### src/hdl/dgi_pkg.sv
// Shared constants and the front-to-back command type for disparity gap interpolation.
package dgi_pkg;

   localparam int DISP_BITS   = 8;
   localparam int IN_BITS     = DISP_BITS + 1;
   localparam int X2_BITS     = DISP_BITS + 2;
   localparam int GAP_BOUND   = 63;
   localparam int RUN_BITS    = 6;
   localparam int LIMIT_BITS  = 6;
   localparam int QUEUE_DEPTH = 4;
   localparam int QPTR_BITS   = $clog2(QUEUE_DEPTH);
   localparam int QCNT_BITS   = $clog2(QUEUE_DEPTH + 1);
   localparam int CSR_ADDR_BITS = 2;
   localparam int CSR_DATA_BITS = 32;

   localparam logic [DISP_BITS-1:0]     DISCON_LIMIT = DISP_BITS'(3);
   localparam logic [LIMIT_BITS-1:0]    GAP_LIMIT_RESET = LIMIT_BITS'(3);
   localparam logic [LIMIT_BITS-1:0]    GAP_LIMIT_MAX = LIMIT_BITS'(GAP_BOUND);
   localparam logic [CSR_ADDR_BITS-1:0] REG_GAP_LIMIT = CSR_ADDR_BITS'(0);
   localparam logic signed [X2_BITS-1:0] INVALID_X2 = X2_BITS'(-2);

   // One command: rep_count copies of the run value, then a single tail item.
   typedef struct packed {
      logic [RUN_BITS-1:0]       rep_count;
      logic signed [X2_BITS-1:0] rep_x2;
      logic                      rep_filled;
      logic signed [X2_BITS-1:0] tail_x2;
      logic                      tail_rend;
   } cmd_type;

endpackage

### src/hdl/dgi_front.sv
// Front end: classifies each pixel, tracks the open run and issues commands.
module dgi_front (
   input  logic                           clock,
   input  logic                           reset,
   input  logic                           accept,
   input  logic signed [dgi_pkg::IN_BITS-1:0] disparity,
   input  logic                           row_end,
   input  logic [dgi_pkg::LIMIT_BITS-1:0] gap_limit,
   output logic                           push,
   output dgi_pkg::cmd_type               cmd
);
   import dgi_pkg::*;

   logic [DISP_BITS-1:0] left_value_ff, left_value_in;
   logic                 left_seen_ff, left_seen_in;
   logic [RUN_BITS-1:0]  run_count_ff, run_count_in;
   logic                 run_overflow_ff, run_overflow_in;

   logic                 negative;
   logic [DISP_BITS-1:0] d;
   logic [DISP_BITS-1:0] diff;
   logic [DISP_BITS-1:0] smaller;
   logic [DISP_BITS:0]   pair_sum;
   logic [X2_BITS-1:0]   fill_x2;
   logic [RUN_BITS:0]    run_next;
   logic [LIMIT_BITS-1:0] limit;
   logic                 emit;

   assign negative = disparity[IN_BITS-1];
   assign d        = disparity[DISP_BITS-1:0];
   assign limit    = (gap_limit > GAP_LIMIT_MAX) ? GAP_LIMIT_MAX : gap_limit;
   assign diff     = (left_value_ff > d) ? (left_value_ff - d) : (d - left_value_ff);
   assign smaller  = (left_value_ff < d) ? left_value_ff : d;
   assign pair_sum = {1'b0, left_value_ff} + {1'b0, d};
   assign fill_x2  = (diff < DISCON_LIMIT) ? {1'b0, pair_sum} : {1'b0, smaller, 1'b0};
   assign run_next = {1'b0, run_count_ff} + (RUN_BITS+1)'(1);

   always_comb begin
      left_value_in   = left_value_ff;
      left_seen_in    = left_seen_ff;
      run_count_in    = run_count_ff;
      run_overflow_in = run_overflow_ff;
      emit            = 1'b0;
      cmd.rep_count   = '0;
      cmd.rep_x2      = INVALID_X2;
      cmd.rep_filled  = 1'b0;
      cmd.tail_x2     = INVALID_X2;
      cmd.tail_rend   = row_end;
      if (!negative) begin
         emit            = 1'b1;
         cmd.rep_count   = run_count_ff;
         cmd.rep_x2      = fill_x2;
         cmd.rep_filled  = 1'b1;
         cmd.tail_x2     = {1'b0, d, 1'b0};
         run_count_in    = '0;
         run_overflow_in = 1'b0;
         left_value_in   = d;
         left_seen_in    = 1'b1;
      end else if (!left_seen_ff || run_overflow_ff) begin
         emit = 1'b1;
      end else if ((run_next > {1'b0, limit}) || row_end) begin
         // held run gives up: flush it as invalid, this pixel is the tail
         emit            = 1'b1;
         cmd.rep_count   = run_count_ff;
         run_count_in    = '0;
         run_overflow_in = 1'b1;
      end else begin
         run_count_in = run_next[RUN_BITS-1:0];
      end
      if (row_end) begin
         left_value_in   = '0;
         left_seen_in    = 1'b0;
         run_count_in    = '0;
         run_overflow_in = 1'b0;
      end
   end

   assign push = accept && emit;

   always_ff @(posedge clock) begin
      if (reset) begin
         left_value_ff   <= '0;
         left_seen_ff    <= 1'b0;
         run_count_ff    <= '0;
         run_overflow_ff <= 1'b0;
      end else if (accept) begin
         left_value_ff   <= left_value_in;
         left_seen_ff    <= left_seen_in;
         run_count_ff    <= run_count_in;
         run_overflow_ff <= run_overflow_in;
      end
   end

endmodule

### src/hdl/dgi_queue.sv
// Short command queue between the front and back ends.
module dgi_queue (
   input  logic             clock,
   input  logic             reset,
   input  logic             push,
   input  dgi_pkg::cmd_type push_cmd,
   input  logic             pop,
   output dgi_pkg::cmd_type head,
   output logic             not_empty,
   output logic             not_full
);
   import dgi_pkg::*;

   cmd_type               slot_ff [QUEUE_DEPTH];
   logic [QPTR_BITS-1:0]  wr_ptr_ff, wr_ptr_in;
   logic [QPTR_BITS-1:0]  rd_ptr_ff, rd_ptr_in;
   logic [QCNT_BITS-1:0]  count_ff, count_in;

   assign not_empty = (count_ff != '0);
   assign not_full  = (count_ff != QCNT_BITS'(QUEUE_DEPTH));
   assign head      = slot_ff[rd_ptr_ff];

   always_comb begin
      wr_ptr_in = push ? wr_ptr_ff + QPTR_BITS'(1) : wr_ptr_ff;
      rd_ptr_in = pop  ? rd_ptr_ff + QPTR_BITS'(1) : rd_ptr_ff;
      count_in  = count_ff;
      if (push && !pop) begin
         count_in = count_ff + QCNT_BITS'(1);
      end else if (pop && !push) begin
         count_in = count_ff - QCNT_BITS'(1);
      end
   end

   always_ff @(posedge clock) begin
      if (push) begin
         slot_ff[wr_ptr_ff] <= push_cmd;
      end
   end

   always_ff @(posedge clock) begin
      if (reset) begin
         wr_ptr_ff <= '0;
         rd_ptr_ff <= '0;
         count_ff  <= '0;
      end else begin
         wr_ptr_ff <= wr_ptr_in;
         rd_ptr_ff <= rd_ptr_in;
         count_ff  <= count_in;
      end
   end

endmodule

### src/hdl/dgi_back.sv
// Back end: expands queued commands into result items through an output register.
module dgi_back (
   input  logic                               clock,
   input  logic                               reset,
   input  dgi_pkg::cmd_type                   head,
   input  logic                               head_valid,
   output logic                               pop,
   output logic                               rsp_valid,
   input  logic                               rsp_ready,
   output logic signed [dgi_pkg::X2_BITS-1:0] rsp_disparity_x2,
   output logic                               rsp_was_filled,
   output logic                               rsp_row_end_out,
   output logic                               rsp_last
);
   import dgi_pkg::*;

   logic [RUN_BITS-1:0]       idx_ff, idx_in;
   logic                      valid_ff, valid_in;
   logic signed [X2_BITS-1:0] x2_ff, x2_in;
   logic                      filled_ff, filled_in;
   logic                      rend_ff, rend_in;
   logic                      last_ff, last_in;
   logic                      advance;
   logic                      in_reps;

   assign advance = !valid_ff || rsp_ready;
   assign in_reps = (idx_ff != head.rep_count);

   always_comb begin
      idx_in    = idx_ff;
      valid_in  = valid_ff;
      x2_in     = x2_ff;
      filled_in = filled_ff;
      rend_in   = rend_ff;
      last_in   = last_ff;
      pop       = 1'b0;
      if (advance) begin
         valid_in = head_valid;
         if (head_valid) begin
            if (in_reps) begin
               x2_in     = head.rep_x2;
               filled_in = head.rep_filled;
               rend_in   = 1'b0;
               last_in   = 1'b0;
               idx_in    = idx_ff + RUN_BITS'(1);
            end else begin
               x2_in     = head.tail_x2;
               filled_in = 1'b0;
               rend_in   = head.tail_rend;
               last_in   = 1'b1;
               idx_in    = '0;
               pop       = 1'b1;
            end
         end
      end
   end

   always_ff @(posedge clock) begin
      if (reset) begin
         idx_ff   <= '0;
         valid_ff <= 1'b0;
      end else begin
         idx_ff   <= idx_in;
         valid_ff <= valid_in;
      end
   end

   always_ff @(posedge clock) begin
      x2_ff     <= x2_in;
      filled_ff <= filled_in;
      rend_ff   <= rend_in;
      last_ff   <= last_in;
   end

   assign rsp_valid        = valid_ff;
   assign rsp_disparity_x2 = x2_ff;
   assign rsp_was_filled   = filled_ff;
   assign rsp_row_end_out  = rend_ff;
   assign rsp_last         = last_ff;

endmodule

### src/hdl/disparity_gap_interpolation.sv
// Path: an item's first result passes through the command queue and the output register.
// Throughput: one item per cycle accepted while the 4-entry command queue has room;
//   one result per cycle leaves the output register while rsp_ready is high, so an item
//   flushing a run of N held pixels yields N+1 results and the queue absorbs the burst.
// Reset (synchronous, active high) empties the queue and output, clears row state
//   and sets gap_limit to 3.
module disparity_gap_interpolation (
   input  logic                                clock,
   input  logic                                reset,
   // pixel input channel
   input  logic                                req_valid,
   output logic                                req_ready,
   input  logic signed [dgi_pkg::IN_BITS-1:0]  req_disparity,
   input  logic                                req_row_end,
   // result channel
   output logic                                rsp_valid,
   input  logic                                rsp_ready,
   output logic signed [dgi_pkg::X2_BITS-1:0]  rsp_disparity_x2,
   output logic                                rsp_was_filled,
   output logic                                rsp_row_end_out,
   output logic                                rsp_last,
   // register port
   input  logic                                csr_psel,
   input  logic                                csr_penable,
   input  logic                                csr_pwrite,
   input  logic [dgi_pkg::CSR_ADDR_BITS-1:0]   csr_paddr,
   input  logic [dgi_pkg::CSR_DATA_BITS-1:0]   csr_pwdata,
   output logic [dgi_pkg::CSR_DATA_BITS-1:0]   csr_prdata,
   output logic                                csr_pready
);
   import dgi_pkg::*;

   // gap limit register
   logic [LIMIT_BITS-1:0] gap_limit_ff, gap_limit_in;
   logic                  csr_write;

   // front/back plumbing
   logic    req_accept;
   logic    cmd_push;
   cmd_type cmd;
   cmd_type head;
   logic    q_not_empty;
   logic    q_not_full;
   logic    cmd_pop;

   assign csr_pready = 1'b1;
   assign csr_write  = csr_psel && csr_penable && csr_pwrite && csr_pready
                       && (csr_paddr == REG_GAP_LIMIT);
   assign gap_limit_in = csr_write ? csr_pwdata[LIMIT_BITS-1:0] : gap_limit_ff;
   assign csr_prdata   = (csr_paddr == REG_GAP_LIMIT)
                         ? {{(CSR_DATA_BITS-LIMIT_BITS){1'b0}}, gap_limit_ff} : '0;

   always_ff @(posedge clock) begin
      if (reset) begin
         gap_limit_ff <= GAP_LIMIT_RESET;
      end else begin
         gap_limit_ff <= gap_limit_in;
      end
   end

   // Accept whenever the queue has a free slot; held pixels need no slot but
   // are gated the same way to keep the ready path short.
   assign req_ready  = q_not_full;
   assign req_accept = req_valid && req_ready;

   dgi_front u_front (
      .clock     (clock),
      .reset     (reset),
      .accept    (req_accept),
      .disparity (req_disparity),
      .row_end   (req_row_end),
      .gap_limit (gap_limit_ff),
      .push      (cmd_push),
      .cmd       (cmd)
   );

   dgi_queue u_queue (
      .clock     (clock),
      .reset     (reset),
      .push      (cmd_push),
      .push_cmd  (cmd),
      .pop       (cmd_pop),
      .head      (head),
      .not_empty (q_not_empty),
      .not_full  (q_not_full)
   );

   // back end replays the head command, popping it with its tail item
   dgi_back u_back (
      .clock            (clock),
      .reset            (reset),
      .head             (head),
      .head_valid       (q_not_empty),
      .pop              (cmd_pop),
      .rsp_valid        (rsp_valid),
      .rsp_ready        (rsp_ready),
      .rsp_disparity_x2 (rsp_disparity_x2),
      .rsp_was_filled   (rsp_was_filled),
      .rsp_row_end_out  (rsp_row_end_out),
      .rsp_last         (rsp_last)
   );

endmodule

### config.mk
export PLATFORM = sky130hd
export DESIGN_NAME = disparity_gap_interpolation
export DESIGN_NICKNAME = d
export VERILOG_FILES = /design/src/hdl/dgi_pkg.sv /design/src/hdl/dgi_front.sv /design/src/hdl/dgi_queue.sv /design/src/hdl/dgi_back.sv /design/src/hdl/disparity_gap_interpolation.sv
export SDC_FILE = /design/constraint.sdc
export NUM_CORES = 1
export LEC_CHECK = 0
export ABC_AREA = 1
export BUFFER_PORTS_ARGS = -buffer_cell sky130_fd_sc_hd__buf_2
export CAP_MARGIN = 20
export CELL_PAD_IN_SITES_DETAIL_PLACEMENT = 2
export CELL_PAD_IN_SITES_GLOBAL_PLACEMENT = 2
export CORE_ASPECT_RATIO = 0.5
export CORE_UTILIZATION = 40
export CTS_BUF_LIST = sky130_fd_sc_hd__clkbuf_4 sky130_fd_sc_hd__clkbuf_8
export DETAILED_ROUTE_END_ITERATION = 10
export GPL_ROUTABILITY_DRIVEN = 1
export PLACE_DENSITY = 0.94
export SLEW_MARGIN = 20
export SYNTH_ARGS = -nofsm -noshare
export SYNTH_HDL_FRONTEND = slang
export SYNTH_HIERARCHICAL = 1
export SYNTH_SLANG_ARGS = --single-unit
### constraint.sdc
create_clock -name clock -period 4.14 [get_ports clock]
set_input_delay 0.414 -clock clock [delete_from_list [all_inputs] [get_ports clock]]
set_output_delay 0.414 -clock clock [all_outputs]
set_load 0.03 [all_outputs]
### Word-level counts from Yosys, hierarchy flattened

Memory sizes are Yosys's and may differ from the RTL's. A register that Yosys moved wholly into a read port is not among the register bits.
Index checks and enable logic that the tools add are counted.

| word-level totals | value |
|---|---|
| register bits | 49 |
| bits in writable memories | 112 |
| input port bits | 51 |
| output and inout bits | 48 |
| word-level logic and storage cells | 90 |
| memories | 1 |

Memories:

| memory | depth | bits a word | read ports | clocked after memory_dff | write ports | line | RTL |
|---|---|---|---|---|---|---|---|
| u_queue.slot_ff | 4 | 28 | 1 | 1 | 1 | dgi_queue.sv:14 | `cmd_type slot_ff [QUEUE_DEPTH];` |

| cells by class | value |
|---|---|
| add/sub/neg operators | 9 |
| order comparisons | 5 |
| equal/unequal tests | 5 |
| mux-type cells | 35 |
| reduce and logical (&&, ||, !) cells | 21 |

Operators by type and width:

| operator | count |
|---|---|
| $mux 6 | 10 |
| $mux 8 | 4 |
| $mux 21 | 1 |
| $sub 8x8->8 | 2 |
| $mux 1 | 14 |
| $mux 10 | 1 |
| $add 8x8->9 | 1 |
| $mux 9 | 1 |
| $gt 8x8->1 | 1 |
| $lt 8x2->1 const B | 1 |
| $lt 8x8->1 | 1 |
| $add 6x1->7 const B | 1 |
| $gt 7x6->1 | 1 |
| $logic_and 1x1->1 | 7 |
| $add 6x1->6 const B | 1 |
| $gt 6x6->1 const B | 1 |
| $mux 3 | 2 |
| $ne 3x3->1 const B | 2 |
| $ne 6x6->1 | 1 |
| $reduce_and 2->1 | 3 |
| $add 2x1->2 const B | 2 |
| $logic_not 1->1 | 4 |
| $mux 2 | 2 |
| $add 3x1->3 const B | 1 |
| 8 further kinds | 10 |

### Logic depth before layout (Yosys ltp)

| depth | value |
|---|---|
| depth after elaboration | 12 |
| mapped depth | 23 |
| mapped depth without buffers | 23 |

### Modules after synthesis

Netlist, hierarchy kept.

Modules (own cells, without submodules):

| module | times used | cells each | area an instance (sq um) | seq. area each (sq um) |
|---|---|---|---|---|
| dgi_queue | 1 | 330 | 4600.7 | 3543.4 |
| dgi_front | 1 | 390 | 2443.6 | 320.3 |
| dgi_back | 1 | 122 | 977.2 | 530.5 |
| disparity_gap_interpolation | 1 | 86 | 569.3 | 120.1 |

### Least setup slack after synthesis

Ideal clock, no wire load.

| timing | value |
|---|---|
| path kind | register to register |
| start point | reg u_front.run_count_ff[0] |
| end point | reg u_queue.count_ff[1] |
| data arrival time | 2.570 ns |
| data required time | 4.021 ns |
| path slack | 1.451 ns |
| cell stages (with the launch flop) | 18 |
| buffers on the path | 0 |
| period minus slack after synthesis | 2.689 ns |
| cell sequence | dfxtp_1 ha_1 nand4_1 nand2_1 inv_1 ha_1 a21o_1 a21oi_1 nand2_1 o21ai_0 nand3_1 nand2_1 inv_1 ha_1 inv_1 fa_1 o21ai_0 a21oi_1 |

| between the ends | value |
|---|---|
| elaborated cells between the ends (all ways) | 12 |

RTL lines:

| what | line | RTL |
|---|---|---|
| start: declaration | dgi_front.sv:16 | `logic [RUN_BITS-1:0] run_count_ff, run_count_in;` |
| start signal: assignment | dgi_front.sv:89 | `run_count_ff <= run_count_in;` |
| $add 6x1->7 | dgi_front.sv:36 | `assign run_next = {1'b0, run_count_ff} + (RUN_BITS+1)'(1);` |
| $gt 7x6->1 | dgi_front.sv:61 | `end else if ((run_next > {1'b0, limit}) \|\| row_end) begin` |
| $logic_or 1x1->1 | dgi_front.sv:61 |  |
| $mux 1 | dgi_front.sv:61 |  |
| $mux 1 | dgi_front.sv:59 | `end else if (!left_seen_ff \|\| run_overflow_ff) begin` |
| $mux 1 | dgi_front.sv:49 | `if (!negative) begin` |
| $logic_and 1x1->1 | dgi_front.sv:78 | `assign push = accept && emit;` |
| net cmd_push | disparity_gap_interpolation.sv:39 | `logic cmd_push;` |
| $logic_and 1x1->1 | dgi_queue.sv:27 | `if (push && !pop) begin` |
| $mux 3 | dgi_queue.sv:27 |  |
| net u_queue.count_in[1] | dgi_queue.sv:17 | `logic [QCNT_BITS-1:0] count_ff, count_in;` |
| end signal: assignment | dgi_queue.sv:48 | `count_ff <= count_in;` |
| end: declaration | dgi_queue.sv:17 |  |

The timed path passes the listed nets, and every way through them passes these cells.
A chain may end at the register's enable or synchronous reset.

### Worst setup path after layout

Ends and elaborated chain as after synthesis.

==> metrics.md <==
| Metric | Value |
|---|---|
| Post-DRT Antenna Nets | 0 |
| IO Port Bufs | 45 |
| Commonest cells post-synth | nand2_1, edfxtp_1, inv_1, nor2_1, o21ai_0 |
| Clock share of power | 29.4% |
| Endpoints failing setup | 0 |
| Nets | 1,058 |
| Io pins | 99 |
| Die span in y | 105.6 um |
| Pleak | 3.966 nW |
| First-pass GRT wire length | 51,050 um |
| Critical Path Max Stage Delay | 0.48 ns |
| Clk slew on worst S/H paths | 0.10 ns |
| Slew @ Worst Pin | 0.8097 ns |
| Antenna Cells | 0 |
| Sw power | 1.559 mW |
| Post-Syn Instances | 928 |
| Gpl congestion | 0.7879 |
| Ys async rst share | 0% |
| F_max | 255.8 MHz |
| Clk sinks | 163 |
| Adder-cell share of the synthesized area | 6.175% |
| Worst vdd ir | 0.0001620 V |
| FP Rows | 37 |
| CTS H-tree lvls | 4 |
| Top Usage Layer GRT | met2 |
| Critical Path RT | 4.50 ns |
| Status | finished clean |
| Via density per instance | 5.791 |
| Slowest CP cell | dfxtp_1 |
| Post-route DRC | 0 |
| Layout cells sized above 1 | 13.16% |
| Post-cts resize count | 0 |
| Reg power frac | 47.3% |
| Top-count cell post-synth | nand2_1 |
| Yosys warns | 6 |
| Die ar. | 22,100 sq um |
| Post-synthesis simple-gate area fraction | 19.76% |
| Post-Syn Area per Cell | 9.257 sq um |
| Die Width | 209.3 um |
| Post-synth cell types | 38 |
| Register area share after synthesis | 52.55% |
| Crit path arrival time | 4.27 ns |
| Detailed Route WL | 34,060 um |
| Post-CTS setup buffer count | 0 |
| Worst-path maximum fanout | 6 |
| Int Pwr | 2.769 mW |
| CORE AREA | 20,790 sq um |
| Starting Density | 41.33% |
| Setup Skew | 0.01583 ns |
| Flops & latches, synth | 163 |
| Power Dens Cells | 465.7 nW/um^2 |
| RSZ-0062 raised after global routing | no |
| CTS Root Cell | clkbuf_8 |
| First DRT Iteration DRCs | 751 |
| Largest net degree at the start of global routing | 57 |
| Type of origin of the critical path | flip-flop |
| Met2 Track Usage GR | 54.81% |
| Vias in the first global route | 7,837 |
| Post-synthesis mux area share | 0% |
| Combinational power share | 23.2% |
| Yosys top cell area share | 43.69% |
| Number of synthesized flops with an enable pin | 125 |
| Sw Share | 36.01% |
| Vias | 7,256 |
| Synthesis-to-layout area growth | 8.171% |
| Worst setup EP type | flip-flop |
| CTS tree | done |
| Worst min path class | in -> reg |
| Grt met1 use | 38.83% |
| CTS buffer count | 17 |
| Max cap viols | 0 |
| Congestion Overflow GR | 0 |
| Routed wire per std cell | 27.18 um |
| Clk_lat worst skew | 0.48 ns |
| Synth Area in Compound Gates | 9.569% |
| Final Cycle Share | 94.43% |
| Top cells by area, synth | edfxtp_1, dfxtp_1, nand2_1 |
| Initial antenna violation count | 0 |
| Gr usage total | 31.61% |
| Area share of xor/xnor cells in the synthesized design | 1.325% |
| Final Hold Fails | 0 |
| Post-Synthesis Cell Area | 8591 sq um |
| Hpwl dp | 21,070 um |
| CP Cell Sequence | nand3_1 > nor3_1 > xor2_1 > ha_1 > nand2_1 > inv_1 > nand3_1 > nand2_1 > o21ai_0 > nand3_1 > nand2_1 > inv_1 > ha_1 > inv_1 > fa_1 > o21ai_0 > a21oi_1 |
| Ys flop type | edfxtp_1 |
| Yosys top cell by area | edfxtp_1 |
| Relative slew slack | 45.65% |
| Placed cell area | 8884 sq um |
| Router iterations before antenna repair | 5 |
| Crit path kind | reg -> reg |
| Setup total negative slack | 0 ns |
| Longest Clk Path Bufs | 2 |
| Met3 GRT Util | 6.108% |
| Final Cell Area | 9293 sq um |
| Hold_buf cts | 0 |
| Period minus WS final | 3.910 ns |
| Main combinational cell family by area after synthesis | simple AND/OR/NAND/NOR gates |
| Max Transition Viols Final | 0 |
## power groups by stage
stage	combinational [mW]	sequential, mW	clock, mW
final	1.01	2.05	1.27
after floorplan	0.554	2.13	0
after detailed placement	0.925	2.07	0
after CTS	0.989	2.05	1.28
after global routing	1.06	2.06	1.34
after global placement	0.817	2.04	0
## per-layer routing
| metal | part of all wire (%) | vias up |
|---|---|---|
| met5 | 0 | - |
| met4 | 3.3 | 0 |
| met3 | 7.1 | 90 |
| met2 | 49 | 382 |
| met1 | 40 | 3694 |
| li1 | - | 3090 |
## worst paths after layout
| check | slack, ns | end | start | cells after the start |
|---|---|---|---|---|
| min reg2reg | 0.51 | gap_limit_ff[1] | gap_limit_ff[1] | 2 |
| max | 0.23 | u_queue/count_ff[1] | u_front/run_count_ff[0] | 17 |
| min | 0.16 | gap_limit_ff[0] | csr_pwdata[0] | 3 |
| max reg2reg | 0.23 | u_queue/count_ff[1] | u_front/run_count_ff[0] | 17 |
## layout by cell type, fill, tap and decap left out, drive strengths merged, types with 12 or more instances in the layout
master,n
nand2,184
a21oi,27
o21ai,83
nand3,57
nor2,125
dfxtp,38
buf,54
inv,125
clkbuf,20
xor2,12
conb,28
edfxtp,125
o22ai,28
ha,36
## layout make-up
class,instances,area [sq um]
clock buffer,20,262.8
clock inverter,12,146.4
fill,2204,11490
inverter,124,465.4
multi-input combinational,607,3269
sequential,163,4514
tap,273,341.6
timing repair buffer,54,292.8
## flip-flops by register name (all words and copies together), names as in the netlist, named ones only
signal and count:
u_queue/count_ff 3, u_back/rsp_was_filled 1, u_back/rsp_row_end_out 1, u_back/rsp_disparity_x2 10, u_back/rsp_valid 1, u_front/run_overflow_ff 1, u_front/left_value_ff 8, u_queue/rd_ptr_ff 2
u_back/rsp_last 1, u_back/idx_ff 6, u_queue/slot_ff 112, gap_limit_ff 6, u_queue/wr_ptr_ff 2, u_front/run_count_ff 6, u_front/left_seen_ff 1
## logic make-up (layout without fill, tap and decap cells)
group | Yosys count | after routing
flops | 163 | 163
compound gates | 149 | 149
xor+xnor | 13 | 13
buf+inv | 183 | 210
other cells | 3 | 28
fa+ha+maj | 40 | 40
simple gates | 377 | 377
## worst max-delay path: cells and delay by family (launching register included)
kind	cells	cell delay [ns]
and+or+nand+nor	7	1.05
DFF	1	0.48
xor gates and xnor gates	1	0.31
AOI/OAI and AO/OA	3	0.57
buffers and inverters	3	0.37
adders and majority gates	3	1.03
## per-stage QoR
stage          total power [mW]  setup slack, ns  hold slack (ns)  std cells  utilization [%]
2_1_floorplan             2.681            1.451           0.4116        953                -
3_3_place_gp              2.859            1.136           0.4299       1221            42.74
3_5_place_dp              2.995           0.5478           0.4563       1221            42.74
4_1_cts                   4.311           0.3094           0.1486       1253            44.71
5_1_grt                   4.460           0.1299           0.1884       1253            44.71
6_report                  4.328           0.2305           0.1563       1253            44.71
Note: power is estimated with default switching activity, not from simulation.
